**config.mk**
```make
export PLATFORM = sky130hd
export DESIGN_NAME = vfo_tuning_controller
export DESIGN_NICKNAME = d
export VERILOG_FILES = /design/src/rtl/vtc_pkg.sv /design/src/rtl/vtc_cfg_regs.sv /design/src/rtl/vtc_mode_ctrl.sv /design/src/rtl/vtc_tune_calc.sv /design/src/rtl/vfo_tuning_controller.sv
export SDC_FILE = /design/constraint.sdc
export NUM_CORES = 2
export LEC_CHECK = 0
export BUFFER_PORTS_ARGS = -buffer_cell sky130_fd_sc_hd__buf_2
export CAP_MARGIN = 20
export CORE_ASPECT_RATIO = 2
export CORE_MARGIN = 5
export CORE_UTILIZATION = 40
export CTS_CLUSTER_DIAMETER = 60
export DETAILED_ROUTE_END_ITERATION = 10
export HOLD_SLACK_MARGIN = 0.1
export PLACE_DENSITY = 0.56
export SLEW_MARGIN = 20
export SYNTH_ARGS = -nofsm -noshare
export SYNTH_HDL_FRONTEND = slang
export SYNTH_SLANG_ARGS = --single-unit
```
**constraint.sdc**
```tcl
create_clock -name clk -period 14.4 [get_ports clk]
set_input_delay 0.72 -clock clk [delete_from_list [all_inputs] [get_ports clk]]
set_output_delay 0.72 -clock clk [all_outputs]
set_load 0.02 [all_outputs]
```
**src/rtl/vtc_pkg.sv**
```systemverilog
// vtc_pkg: shared types, constants and helper functions for the vfo tuning controller
// no dependencies; every rtl file refers to it by scoped names
`timescale 1ns / 1ps
`default_nettype none

package vtc_pkg;

    // pot converter and channel plan
    localparam int POT_BITS      = 10;
    localparam int STEP_COUNT    = 11;
    localparam int POT_FULL      = 1034;
    localparam int CHAN_POT_SPAN = POT_FULL / STEP_COUNT;
    localparam int STEP_W        = $clog2(STEP_COUNT);

    // field widths
    localparam int FREQ_W   = 28;
    localparam int SPAN_W   = 20;
    localparam int FINE_W   = 16;
    localparam int TICK_W   = 16;
    localparam int OFFSET_W = FINE_W + 1;

    localparam logic [FREQ_W-1:0] FREQ_MAX = {FREQ_W{1'b1}};
    localparam logic [TICK_W-1:0] TICK_MAX = {TICK_W{1'b1}};

    // register reset values
    localparam logic [FREQ_W-1:0] BASE_FREQ_RST   = 28'd12486000;
    localparam logic [SPAN_W-1:0] COARSE_SPAN_RST = 20'd102400;
    localparam logic [FINE_W-1:0] FINE_SPAN_RST   = 16'd10240;
    localparam logic [SPAN_W-1:0] STEP_SPACE_RST  = 20'd10000;
    localparam logic [TICK_W-1:0] LONG_PRESS_RST  = 16'd10000;
    localparam logic [TICK_W-1:0] BLINK_RST       = 16'd200;

    // configuration register index (byte address / 4)
    typedef enum logic [2:0] {
        REG_BASE_FREQ   = 3'd0,
        REG_COARSE_SPAN = 3'd1,
        REG_FINE_SPAN   = 3'd2,
        REG_STEP_SPACE  = 3'd3,
        REG_LONG_PRESS  = 3'd4,
        REG_BLINK       = 3'd5
    } reg_idx_t;

    // tuning mode: bit 0 fine, bit 1 continuous
    typedef enum logic [1:0] {
        MODE_STEP_COARSE = 2'd0,
        MODE_STEP_FINE   = 2'd1,
        MODE_CONT_COARSE = 2'd2,
        MODE_CONT_FINE   = 2'd3
    } mode_t;

    typedef struct packed {
        logic [FREQ_W-1:0] base_freq_hz;
        logic [SPAN_W-1:0] coarse_span_hz;
        logic [FINE_W-1:0] fine_span_hz;
        logic [SPAN_W-1:0] step_spacing_hz;
        logic [TICK_W-1:0] long_press_ticks;
        logic [TICK_W-1:0] blink_ticks;
    } cfg_t;

    typedef struct packed {
        mode_t mode;
        logic  led;
    } mode_status_t;

    // channel number from pot position, clamped to the last channel
    function automatic logic [STEP_W-1:0] step_index(input logic [POT_BITS-1:0] pot);
        logic [STEP_W-1:0] idx;
        idx = '0;
        for (int k = 1; k < STEP_COUNT; k++) begin
            if (32'(pot) >= k * CHAN_POT_SPAN) begin
                idx = idx + STEP_W'(1);
            end
        end
        return idx;
    endfunction

endpackage

`default_nettype wire

```
**src/rtl/vtc_cfg_regs.sv**
```systemverilog
// vtc_cfg_regs: apb register file holding the tuning configuration
// depends on vtc_pkg
`timescale 1ns / 1ps
`default_nettype none

module vtc_cfg_regs
(
    input  wire logic               clk,
    input  wire logic               rst_n,
    input  wire logic               psel,
    input  wire logic               penable,
    input  wire logic               pwrite,
    input  wire logic [4:0]         paddr,
    input  wire logic [31:0]        pwdata,
    output logic      [31:0]        prdata,
    output logic                    pready,
    output vtc_pkg::cfg_t           cfg
);

    vtc_pkg::cfg_t     cfg_reg;
    vtc_pkg::reg_idx_t idx;
    logic              wr_en;

    assign idx    = vtc_pkg::reg_idx_t'(paddr[4:2]);
    assign wr_en  = psel && penable && pwrite;
    assign pready = 1'b1;
    assign cfg    = cfg_reg;

    always_ff @(posedge clk or negedge rst_n)
    begin
        if (!rst_n)
        begin
            cfg_reg.base_freq_hz     <= vtc_pkg::BASE_FREQ_RST;
            cfg_reg.coarse_span_hz   <= vtc_pkg::COARSE_SPAN_RST;
            cfg_reg.fine_span_hz     <= vtc_pkg::FINE_SPAN_RST;
            cfg_reg.step_spacing_hz  <= vtc_pkg::STEP_SPACE_RST;
            cfg_reg.long_press_ticks <= vtc_pkg::LONG_PRESS_RST;
            cfg_reg.blink_ticks      <= vtc_pkg::BLINK_RST;
        end
        else if (wr_en)
        begin
            case (idx)
                vtc_pkg::REG_BASE_FREQ:
                    cfg_reg.base_freq_hz <= pwdata[vtc_pkg::FREQ_W-1:0];
                vtc_pkg::REG_COARSE_SPAN:
                    cfg_reg.coarse_span_hz <= pwdata[vtc_pkg::SPAN_W-1:0];
                vtc_pkg::REG_FINE_SPAN:
                    cfg_reg.fine_span_hz <= pwdata[vtc_pkg::FINE_W-1:0];
                vtc_pkg::REG_STEP_SPACE:
                    cfg_reg.step_spacing_hz <= pwdata[vtc_pkg::SPAN_W-1:0];
                vtc_pkg::REG_LONG_PRESS:
                    cfg_reg.long_press_ticks <= pwdata[vtc_pkg::TICK_W-1:0];
                vtc_pkg::REG_BLINK:
                    cfg_reg.blink_ticks <= pwdata[vtc_pkg::TICK_W-1:0];
                default:
                    ;
            endcase
        end
    end

    always_comb
    begin
        case (idx)
            vtc_pkg::REG_BASE_FREQ:   prdata = 32'(cfg_reg.base_freq_hz);
            vtc_pkg::REG_COARSE_SPAN: prdata = 32'(cfg_reg.coarse_span_hz);
            vtc_pkg::REG_FINE_SPAN:   prdata = 32'(cfg_reg.fine_span_hz);
            vtc_pkg::REG_STEP_SPACE:  prdata = 32'(cfg_reg.step_spacing_hz);
            vtc_pkg::REG_LONG_PRESS:  prdata = 32'(cfg_reg.long_press_ticks);
            vtc_pkg::REG_BLINK:       prdata = 32'(cfg_reg.blink_ticks);
            default:                  prdata = '0;
        endcase
    end

endmodule

`default_nettype wire

```
**src/rtl/vtc_mode_ctrl.sv**
```systemverilog
// vtc_mode_ctrl: button press timing, tuning mode register and led blinker
// depends on vtc_pkg
`timescale 1ns / 1ps
`default_nettype none

module vtc_mode_ctrl
(
    input  wire logic                 clk,
    input  wire logic                 rst_n,
    input  wire logic                 fire,
    input  wire logic                 button_level,
    input  wire vtc_pkg::cfg_t        cfg,
    output vtc_pkg::mode_status_t     status
);

    logic [1:0]                  mode_reg, mode_next;
    logic                        prev_button_reg;
    logic                        press_active_reg, press_active_next;
    logic [vtc_pkg::TICK_W-1:0]  press_count_reg, press_count_next;
    logic [vtc_pkg::TICK_W-1:0]  blink_count_reg, blink_count_next;
    logic                        blink_level_reg, blink_level_next;
    logic [vtc_pkg::TICK_W-1:0]  limit;
    logic [vtc_pkg::TICK_W-1:0]  press_inc;
    logic [vtc_pkg::TICK_W-1:0]  blink_inc;
    logic                        led;

    assign limit = (cfg.long_press_ticks == '0) ? vtc_pkg::TICK_W'(1) : cfg.long_press_ticks;
    assign press_inc = (press_count_reg != vtc_pkg::TICK_MAX) ?
                       press_count_reg + vtc_pkg::TICK_W'(1) : press_count_reg;
    assign blink_inc = (blink_count_reg != vtc_pkg::TICK_MAX) ?
                       blink_count_reg + vtc_pkg::TICK_W'(1) : blink_count_reg;

    always_comb
    begin
        mode_next         = mode_reg;
        press_active_next = press_active_reg;
        press_count_next  = press_count_reg;
        blink_count_next  = blink_count_reg;
        blink_level_next  = blink_level_reg;

        // press in progress: long press on limit, short press on release
        if (press_active_reg)
        begin
            press_count_next = press_inc;
            if (press_inc >= limit)
            begin
                if (!mode_reg[0])
                begin
                    mode_next[1] = ~mode_reg[1];
                end
                press_active_next = 1'b0;
            end
            else if (button_level)
            begin
                mode_next[0]      = ~mode_reg[0];
                press_active_next = 1'b0;
            end
        end

        // falling edge starts a new press
        if (prev_button_reg && !button_level)
        begin
            press_active_next = 1'b1;
            press_count_next  = '0;
        end

        // led follows the new mode
        if (!mode_next[0])
        begin
            led = 1'b0;
        end
        else if (mode_next[1])
        begin
            led = 1'b1;
        end
        else
        begin
            if (blink_inc >= cfg.blink_ticks)
            begin
                blink_count_next = '0;
                blink_level_next = ~blink_level_reg;
            end
            else
            begin
                blink_count_next = blink_inc;
            end
            led = blink_level_next;
        end
    end

    assign status.mode = vtc_pkg::mode_t'(mode_next);
    assign status.led  = led;

    always_ff @(posedge clk or negedge rst_n)
    begin
        if (!rst_n)
        begin
            mode_reg         <= 2'(vtc_pkg::MODE_STEP_COARSE);
            prev_button_reg  <= 1'b0;
            press_active_reg <= 1'b0;
            press_count_reg  <= '0;
            blink_count_reg  <= '0;
            blink_level_reg  <= 1'b0;
        end
        else if (fire)
        begin
            mode_reg         <= mode_next;
            prev_button_reg  <= button_level;
            press_active_reg <= press_active_next;
            press_count_reg  <= press_count_next;
            blink_count_reg  <= blink_count_next;
            blink_level_reg  <= blink_level_next;
        end
    end

endmodule

`default_nettype wire

```
**src/rtl/vtc_tune_calc.sv**
```systemverilog
// vtc_tune_calc: pot hysteresis, coarse and fine frequency state, output sum
// depends on vtc_pkg
`timescale 1ns / 1ps
`default_nettype none

module vtc_tune_calc
(
    input  wire logic                           clk,
    input  wire logic                           rst_n,
    input  wire logic                           fire,
    input  wire logic [vtc_pkg::POT_BITS-1:0]   pot_sample,
    input  wire vtc_pkg::mode_status_t          status,
    input  wire vtc_pkg::cfg_t                  cfg,
    output logic                                update,
    output logic      [vtc_pkg::FREQ_W-1:0]     freq_sum
);

    localparam int FPROD_W = vtc_pkg::POT_BITS + vtc_pkg::FINE_W;
    localparam int CPROD_W = vtc_pkg::POT_BITS + vtc_pkg::SPAN_W;
    localparam int SPROD_W = vtc_pkg::STEP_W + vtc_pkg::SPAN_W;
    localparam int WIDE_W  = vtc_pkg::FREQ_W + 1;
    localparam int TOTAL_W = vtc_pkg::FREQ_W + 2;

    logic                                 hyst_up_reg;
    logic [vtc_pkg::POT_BITS-1:0]         prev_pot_reg;
    logic [vtc_pkg::FREQ_W-1:0]           coarse_reg, coarse_next;
    logic signed [vtc_pkg::OFFSET_W-1:0]  fine_reg, fine_next;

    logic signed [vtc_pkg::POT_BITS:0]    diff;
    logic                                 apply;
    logic                                 is_fine;
    logic                                 is_cont;
    logic [FPROD_W-1:0]                   fine_prod;
    logic [CPROD_W-1:0]                   coarse_prod;
    logic [SPROD_W-1:0]                   step_prod;
    logic [vtc_pkg::STEP_W-1:0]           step;
    logic signed [vtc_pkg::OFFSET_W-1:0]  fine_calc;
    logic [WIDE_W-1:0]                    cont_sum;
    logic [WIDE_W-1:0]                    step_sum;
    logic signed [TOTAL_W-1:0]            total;

    assign is_fine = status.mode[0];
    assign is_cont = status.mode[1];

    // one count moves only in the current direction
    assign diff  = $signed({1'b0, pot_sample}) - $signed({1'b0, prev_pot_reg});
    assign apply = (diff > 11'sd1) || (diff < -11'sd1) ||
                   (hyst_up_reg ? (diff > 11'sd0) : (diff < 11'sd0));

    assign fine_prod   = FPROD_W'(pot_sample) * FPROD_W'(cfg.fine_span_hz);
    assign coarse_prod = CPROD_W'(pot_sample) * CPROD_W'(cfg.coarse_span_hz);
    assign step        = vtc_pkg::step_index(pot_sample);
    assign step_prod   = SPROD_W'(step) * SPROD_W'(cfg.step_spacing_hz);

    // fine offset centred on the coarse value
    assign fine_calc = $signed({1'b0, fine_prod[FPROD_W-1:vtc_pkg::POT_BITS]}) -
                       $signed({2'b00, cfg.fine_span_hz[vtc_pkg::FINE_W-1:1]});

    assign cont_sum = WIDE_W'(cfg.base_freq_hz) +
                      WIDE_W'(coarse_prod[CPROD_W-1:vtc_pkg::POT_BITS]);
    assign step_sum = WIDE_W'(cfg.base_freq_hz) + WIDE_W'(step_prod);

    always_comb
    begin
        coarse_next = coarse_reg;
        fine_next   = fine_reg;
        if (apply)
        begin
            if (is_fine)
            begin
                fine_next = fine_calc;
            end
            else
            begin
                fine_next = '0;
                if (is_cont)
                begin
                    coarse_next = cont_sum[WIDE_W-1] ? vtc_pkg::FREQ_MAX :
                                  cont_sum[vtc_pkg::FREQ_W-1:0];
                end
                else
                begin
                    coarse_next = step_sum[WIDE_W-1] ? vtc_pkg::FREQ_MAX :
                                  step_sum[vtc_pkg::FREQ_W-1:0];
                end
            end
        end
    end

    assign update = apply;

    // sum of the stored state, clamped to the field range
    assign total = $signed({2'b00, coarse_reg}) + TOTAL_W'(fine_reg);

    always_comb
    begin
        if (total[TOTAL_W-1])
        begin
            freq_sum = '0;
        end
        else if (total[vtc_pkg::FREQ_W])
        begin
            freq_sum = vtc_pkg::FREQ_MAX;
        end
        else
        begin
            freq_sum = total[vtc_pkg::FREQ_W-1:0];
        end
    end

    always_ff @(posedge clk or negedge rst_n)
    begin
        if (!rst_n)
        begin
            hyst_up_reg  <= 1'b0;
            prev_pot_reg <= '0;
            coarse_reg   <= vtc_pkg::BASE_FREQ_RST;
            fine_reg     <= '0;
        end
        else if (fire)
        begin
            coarse_reg <= coarse_next;
            fine_reg   <= fine_next;
            if (apply)
            begin
                hyst_up_reg  <= (diff > 11'sd0);
                prev_pot_reg <= pot_sample;
            end
        end
    end

endmodule

`default_nettype wire

```
**src/rtl/vfo_tuning_controller.sv**
```systemverilog
// vfo_tuning_controller: top level of the vfo tuning controller
// depends on vtc_pkg, vtc_cfg_regs, vtc_mode_ctrl, vtc_tune_calc
`timescale 1ns / 1ps
`default_nettype none

// channel     direction  handshake              payload
// ---------   ---------  ---------------------  --------------------------------------
// tick in     in         in_valid / in_stall    button_level, pot_sample
// result out  out        out_valid / out_stall  freq_hz, freq_update, led_on, tuning_mode
// config      in         apb psel/penable       paddr, pwdata, prdata (pready tied high)
//
// one tick transaction per clock cycle sustained while out_stall is low; a result passes
// through the input register, the state update stage and the output register after its
// transaction is accepted; the state update stage (mode, press timer, blinker, pot
// tracking) finishes a tick as it leaves stage 1, so a new tick can follow straight behind it
// reset is asynchronous and active low; no clearing pass, a tick can be accepted as soon
// as reset is released
// a stall on the output only holds the stages behind it once they are full; bubbles
// in the pipe are squeezed out, so in_stall is low whenever out_valid is low

module vfo_tuning_controller
(
    input  wire logic                              clk,
    input  wire logic                              rst_n,

    // configuration
    input  wire logic                              psel,
    input  wire logic                              penable,
    input  wire logic                              pwrite,
    input  wire logic [4:0]                        paddr,
    input  wire logic [31:0]                       pwdata,
    output logic      [31:0]                       prdata,
    output logic                                   pready,

    // tick input
    input  wire logic                              in_valid,
    output logic                                   in_stall,
    input  wire logic                              button_level,
    input  wire logic [vtc_pkg::POT_BITS-1:0]      pot_sample,

    // result output
    output logic                                   out_valid,
    input  wire logic                              out_stall,
    output logic      [vtc_pkg::FREQ_W-1:0]        freq_hz,
    output logic                                   freq_update,
    output logic                                   led_on,
    output logic      [1:0]                        tuning_mode
);

    vtc_pkg::cfg_t          cfg;
    vtc_pkg::mode_status_t  status;
    logic                   update;
    logic [vtc_pkg::FREQ_W-1:0] freq_sum;

    // stage 1: registered input
    logic                           s1_valid_reg;
    logic                           s1_button_reg;
    logic [vtc_pkg::POT_BITS-1:0]   s1_pot_reg;

    // stage 2: flags of a processed tick; its frequency lives in the tuning state
    logic                           mid_valid_reg;
    logic                           mid_update_reg;
    vtc_pkg::mode_status_t          mid_status_reg;

    // stage 3: result register
    logic                           out_valid_reg;
    logic [vtc_pkg::FREQ_W-1:0]     out_freq_reg;
    logic                           out_update_reg;
    vtc_pkg::mode_status_t          out_status_reg;

    logic out_adv;
    logic mid_adv;
    logic s1_adv;
    logic fire;

    // each stage moves when it is empty or the stage ahead moves
    assign out_adv = !out_valid_reg || !out_stall;
    assign mid_adv = !mid_valid_reg || out_adv;
    assign s1_adv  = !s1_valid_reg || mid_adv;
    // tick is processed as it leaves stage 1; tuning state is only touched then, and
    // stage 2 always drains before the next tick can update the state again
    assign fire    = s1_valid_reg && mid_adv;

    assign in_stall = !s1_adv;

    vtc_cfg_regs u_cfg_regs
    (
        .clk     (clk),
        .rst_n   (rst_n),
        .psel    (psel),
        .penable (penable),
        .pwrite  (pwrite),
        .paddr   (paddr),
        .pwdata  (pwdata),
        .prdata  (prdata),
        .pready  (pready),
        .cfg     (cfg)
    );

    vtc_mode_ctrl u_mode_ctrl
    (
        .clk          (clk),
        .rst_n        (rst_n),
        .fire         (fire),
        .button_level (s1_button_reg),
        .cfg          (cfg),
        .status       (status)
    );

    vtc_tune_calc u_tune_calc
    (
        .clk        (clk),
        .rst_n      (rst_n),
        .fire       (fire),
        .pot_sample (s1_pot_reg),
        .status     (status),
        .cfg        (cfg),
        .update     (update),
        .freq_sum   (freq_sum)
    );

    // pipeline valid flags
    always_ff @(posedge clk or negedge rst_n)
    begin
        if (!rst_n)
        begin
            s1_valid_reg  <= 1'b0;
            mid_valid_reg <= 1'b0;
            out_valid_reg <= 1'b0;
        end
        else
        begin
            if (s1_adv)
            begin
                s1_valid_reg <= in_valid;
            end
            if (mid_adv)
            begin
                mid_valid_reg <= s1_valid_reg;
            end
            if (out_adv)
            begin
                out_valid_reg <= mid_valid_reg;
            end
        end
    end

    // payload registers, no reset needed
    always_ff @(posedge clk)
    begin
        if (s1_adv && in_valid)
        begin
            s1_button_reg <= button_level;
            s1_pot_reg    <= pot_sample;
        end
        if (fire)
        begin
            mid_update_reg <= update;
            mid_status_reg <= status;
        end
        if (out_adv && mid_valid_reg)
        begin
            // freq_sum still reflects this tick: the next one cannot update before now
            out_freq_reg   <= freq_sum;
            out_update_reg <= mid_update_reg;
            out_status_reg <= mid_status_reg;
        end
    end

    assign out_valid   = out_valid_reg;
    assign freq_hz     = out_freq_reg;
    assign freq_update = out_update_reg;
    assign led_on      = out_status_reg.led;
    assign tuning_mode = out_status_reg.mode;

endmodule

`default_nettype wire

```
==> results by group <==
Floorplanning
  – Initial Util: 0.402
  – Die width: 204 um
  – Core Rows: 142
  – Die Span Y: 397 um
  – Core area: 74,600 um^2
  – I/O pins: 122
  – Die area: 80,900 um^2

Synth
  – #FFs+latches synth: 259
  – Yosys warns: 0
  – Yosys top cell area share: 0.208
  – Area fraction in compound gates after synthesis: 0.142
  – Cell Area, Synth: 30,000 um^2
  – Synth async-reset ratio: 0.819
  – Synth Area in XOR/XNOR: 0.0493
  – Top FF cell, synth: dfrtp_1
  – Post-Synth Adder-Cell Area: 0.321
  – Largest family of logic cells by synthesized area: adder cells
  – Distinct cell type count after synthesis: 90
  – Number of synthesized flops with an enable pin: 47
  – Mux cell area share after synthesis: 0.0264
  – Yosys top cell by area: fa_1
  – Mapped Cells: 3,277
  – Synth Area in Simple Gates: 0.162
  – Sequential fraction of the synthesis area: 0.226
  – Syn_area_per_cell: 9.15 um^2
  – Dominant cells by area after synthesis: fa_1 21%, dfrtp_1 14%, ha_1 11%, nand2_1 5.2%, inv_1 5.1%

Cells and area
  – Most common cell after layout, fill and taps aside: nand2_1
  – Area grow syn2layout: 8.89%
  – Final Cell Area: 32,700 um^2
  – Fraction of layout cells with a size suffix above 1: 0.112
  – Most frequent cells in the layout: 412 x nand2_1, 407 x inv_1, 311 x fa_1, 273 x ha_1, 202 x and2_1
  – Final #Nets: 3,948
  – Final core occ: 0.438
  – Finished Layout Cells: 4,275
  – Filler Cells Inserted: 7,414
  – Max reg flops: 116

Placement
  – Hpwl dp: 71,600 um
  – Placed Area: 31,400 um^2
  – Gpl congestion: 0.938
  – Port Buffers: 110
  – Cells after DPL: 4,206

Route
  – Total number of vias: 23,600
  – Initial DRT Pass Iterations: 5
  – Routed WL per cell: 21.6 um
  – Post-Route WL: 92,500 um
  – Via density: 5.52
  – Starting DRT DRC Count: 1,019
  – Drt drc: 0
  – DRT antenna net count: 0

STA
  – Slew Limit Fails: 0
  – Slew of the pin with the lowest slew margin: 1.11 ns
  – Clock Skew: 0.0117 ns
  – Final setup viols: 0
  – Post-layout min period: 11.76 ns
  – Fmax: 85.0 MHz
  – Slew headroom: 0.257
  – Final count of hold timing violations: 0
  – Final Cycle Share: 0.817
  – RSZ-0062 raised after global routing: no
  – Post-route setup TNS: 0 ns

Worst setup path
  – Largest fanout on the critical path: 46
  – Type of origin of the critical path: flop
  – CP startpoint: s1_pot_reg[2]$_DFFE_PP_
  – CP max-delay cell: xnor2_4
  – Setup slack, reg-to-reg: 2.64 ns
  – Crit. End Element: flop
  – Slowest stage delay, CP: 0.87 ns
  – Most frequent CP cell: ha_1
  – Critical path type: flop to flop
  – Critical Path AT: 12.21 ns
  – WP data required: 14.85 ns
  – Critical R2R Launch: s1_pot_reg[2]$_DFFE_PP_

Clock tree
  – CTS Buf Count: 36
  – Clock sink total: 259
  – CTS H-tree lvls: 2
  – Clock transition at path regs: 0.06 ns
  – Maximum clock path buffer count: 3
  – CTS tree: built
  – Clk_lat worst skew: 0.56 ns
  – Post-CTS Setup Bufs: 0
  – CTS Root Buffer Type: clkbuf_16
  – Post-CTS sizing: 0
  – Cts hold-fix bufs: 0

Status
  – Status: completed

GRT
  – Vias in the first global route: 25,300
  – Initial antenna violation count: 0
  – GRT Total Usage: 0.229
  – Global-route wire length before repair: 143,000 um
  – Largest net degree at the start of global routing: 86
  – GRT Residual Overflow: 0

Flow run
  – Max-cap violation count: 0

Worst hold path
  – Hold crit path type: primary input to async pin
-- layout make-up --
class | instances | area (um^2) | share of cell area
repair buffers | 146 | 851 | 0.0261
multi-input cells | 2458 | 21100 | 0.647
diodes | 2 | 5.00 | 0.000153
clock buffers | 43 | 988 | 0.0303
clock inverters | 23 | 211 | 0.00647
well taps | 936 | 1170 | 0.0359
flip-flops and latches | 259 | 6770 | 0.207
inverters | 408 | 1530 | 0.0469
-- worst max-delay path: cells and delay by family, from the launching register on --
family / cells / cell delay, ns
multiplexers: 1 / 0.26
XOR/XNOR: 6 / 1.78
AND/OR/NAND/NOR: 7 / 1.00
adder cells (fa/ha/maj): 8 / 2.97
AO/OA/AOI/OAI: 14 / 4.67
buffers and inverters: 4 / 0.53
flip-flops: 1 / 0.37
-- synth_stat cells (all sizes together), types with 19 or more instances --
cell type and instances:
a22o 23, dfrtp 170, nor2 134, nand3 54, mux2 66, inv 407, and3 21, and2 202
xnor2 113, nand2 413, o21ai 181, a22oi 45, ha 273, xor2 47, nand2b 30, a21oi 102
o21a 56, buf 25, fa 311, a21o 62, a31oi 19, clkbuf 130, dfstp 42, o22ai 26
nor3 27, o31ai 21, nor2b 45, edfxtp 47
-- per-stage QoR --
step / hold WS, ns / worst slack, ns
after global placement: 0.406 / 2.73
after detailed placement: 0.413 / 2.62
after floorplan: 0.400 / 4.79
after CTS: 0.191 / 2.58
after global routing: 0.227 / 1.83
final: 0.165 / 2.64
-- cells by family after synthesis --
family          Yosys count
xor+xnor                161
fa+ha+maj               584
other cells               2
buf+inv                 563
flops                   259
compound gates          646
simple gates            991
mux                      71
-- routing by layer --
metal	routed length (um)	up-vias	track usage
li1	-	11000	-
met1	33400	11800	0.246
met2	49400	626	0.431
met3	3620	254	0.0259
met4	6180	0	0.124
met5	0	-	0
-- worst paths after layout --
path | cells after the start | to
max in group asynchronous | 2 | u_cfg_regs.cfg[12]$_DFFE_PN0P_
min in group clk | 1 | s1_pot_reg[9]$_DFFE_PP_
setup / recovery | 40 | u_tune_calc.coarse_reg[25]$_DFFE_PN0P_
hold / removal | 1 | u_mode_ctrl.press_count_reg[2]$_DFFE_PN0P_
setup reg to reg | 40 | u_tune_calc.coarse_reg[25]$_DFFE_PN0P_
hold reg to reg | 0 | freq_update$_DFFE_PP_
Power is not shown: default switching activity piles up to over one toggle a cycle in this logic, so the estimate is an artifact.
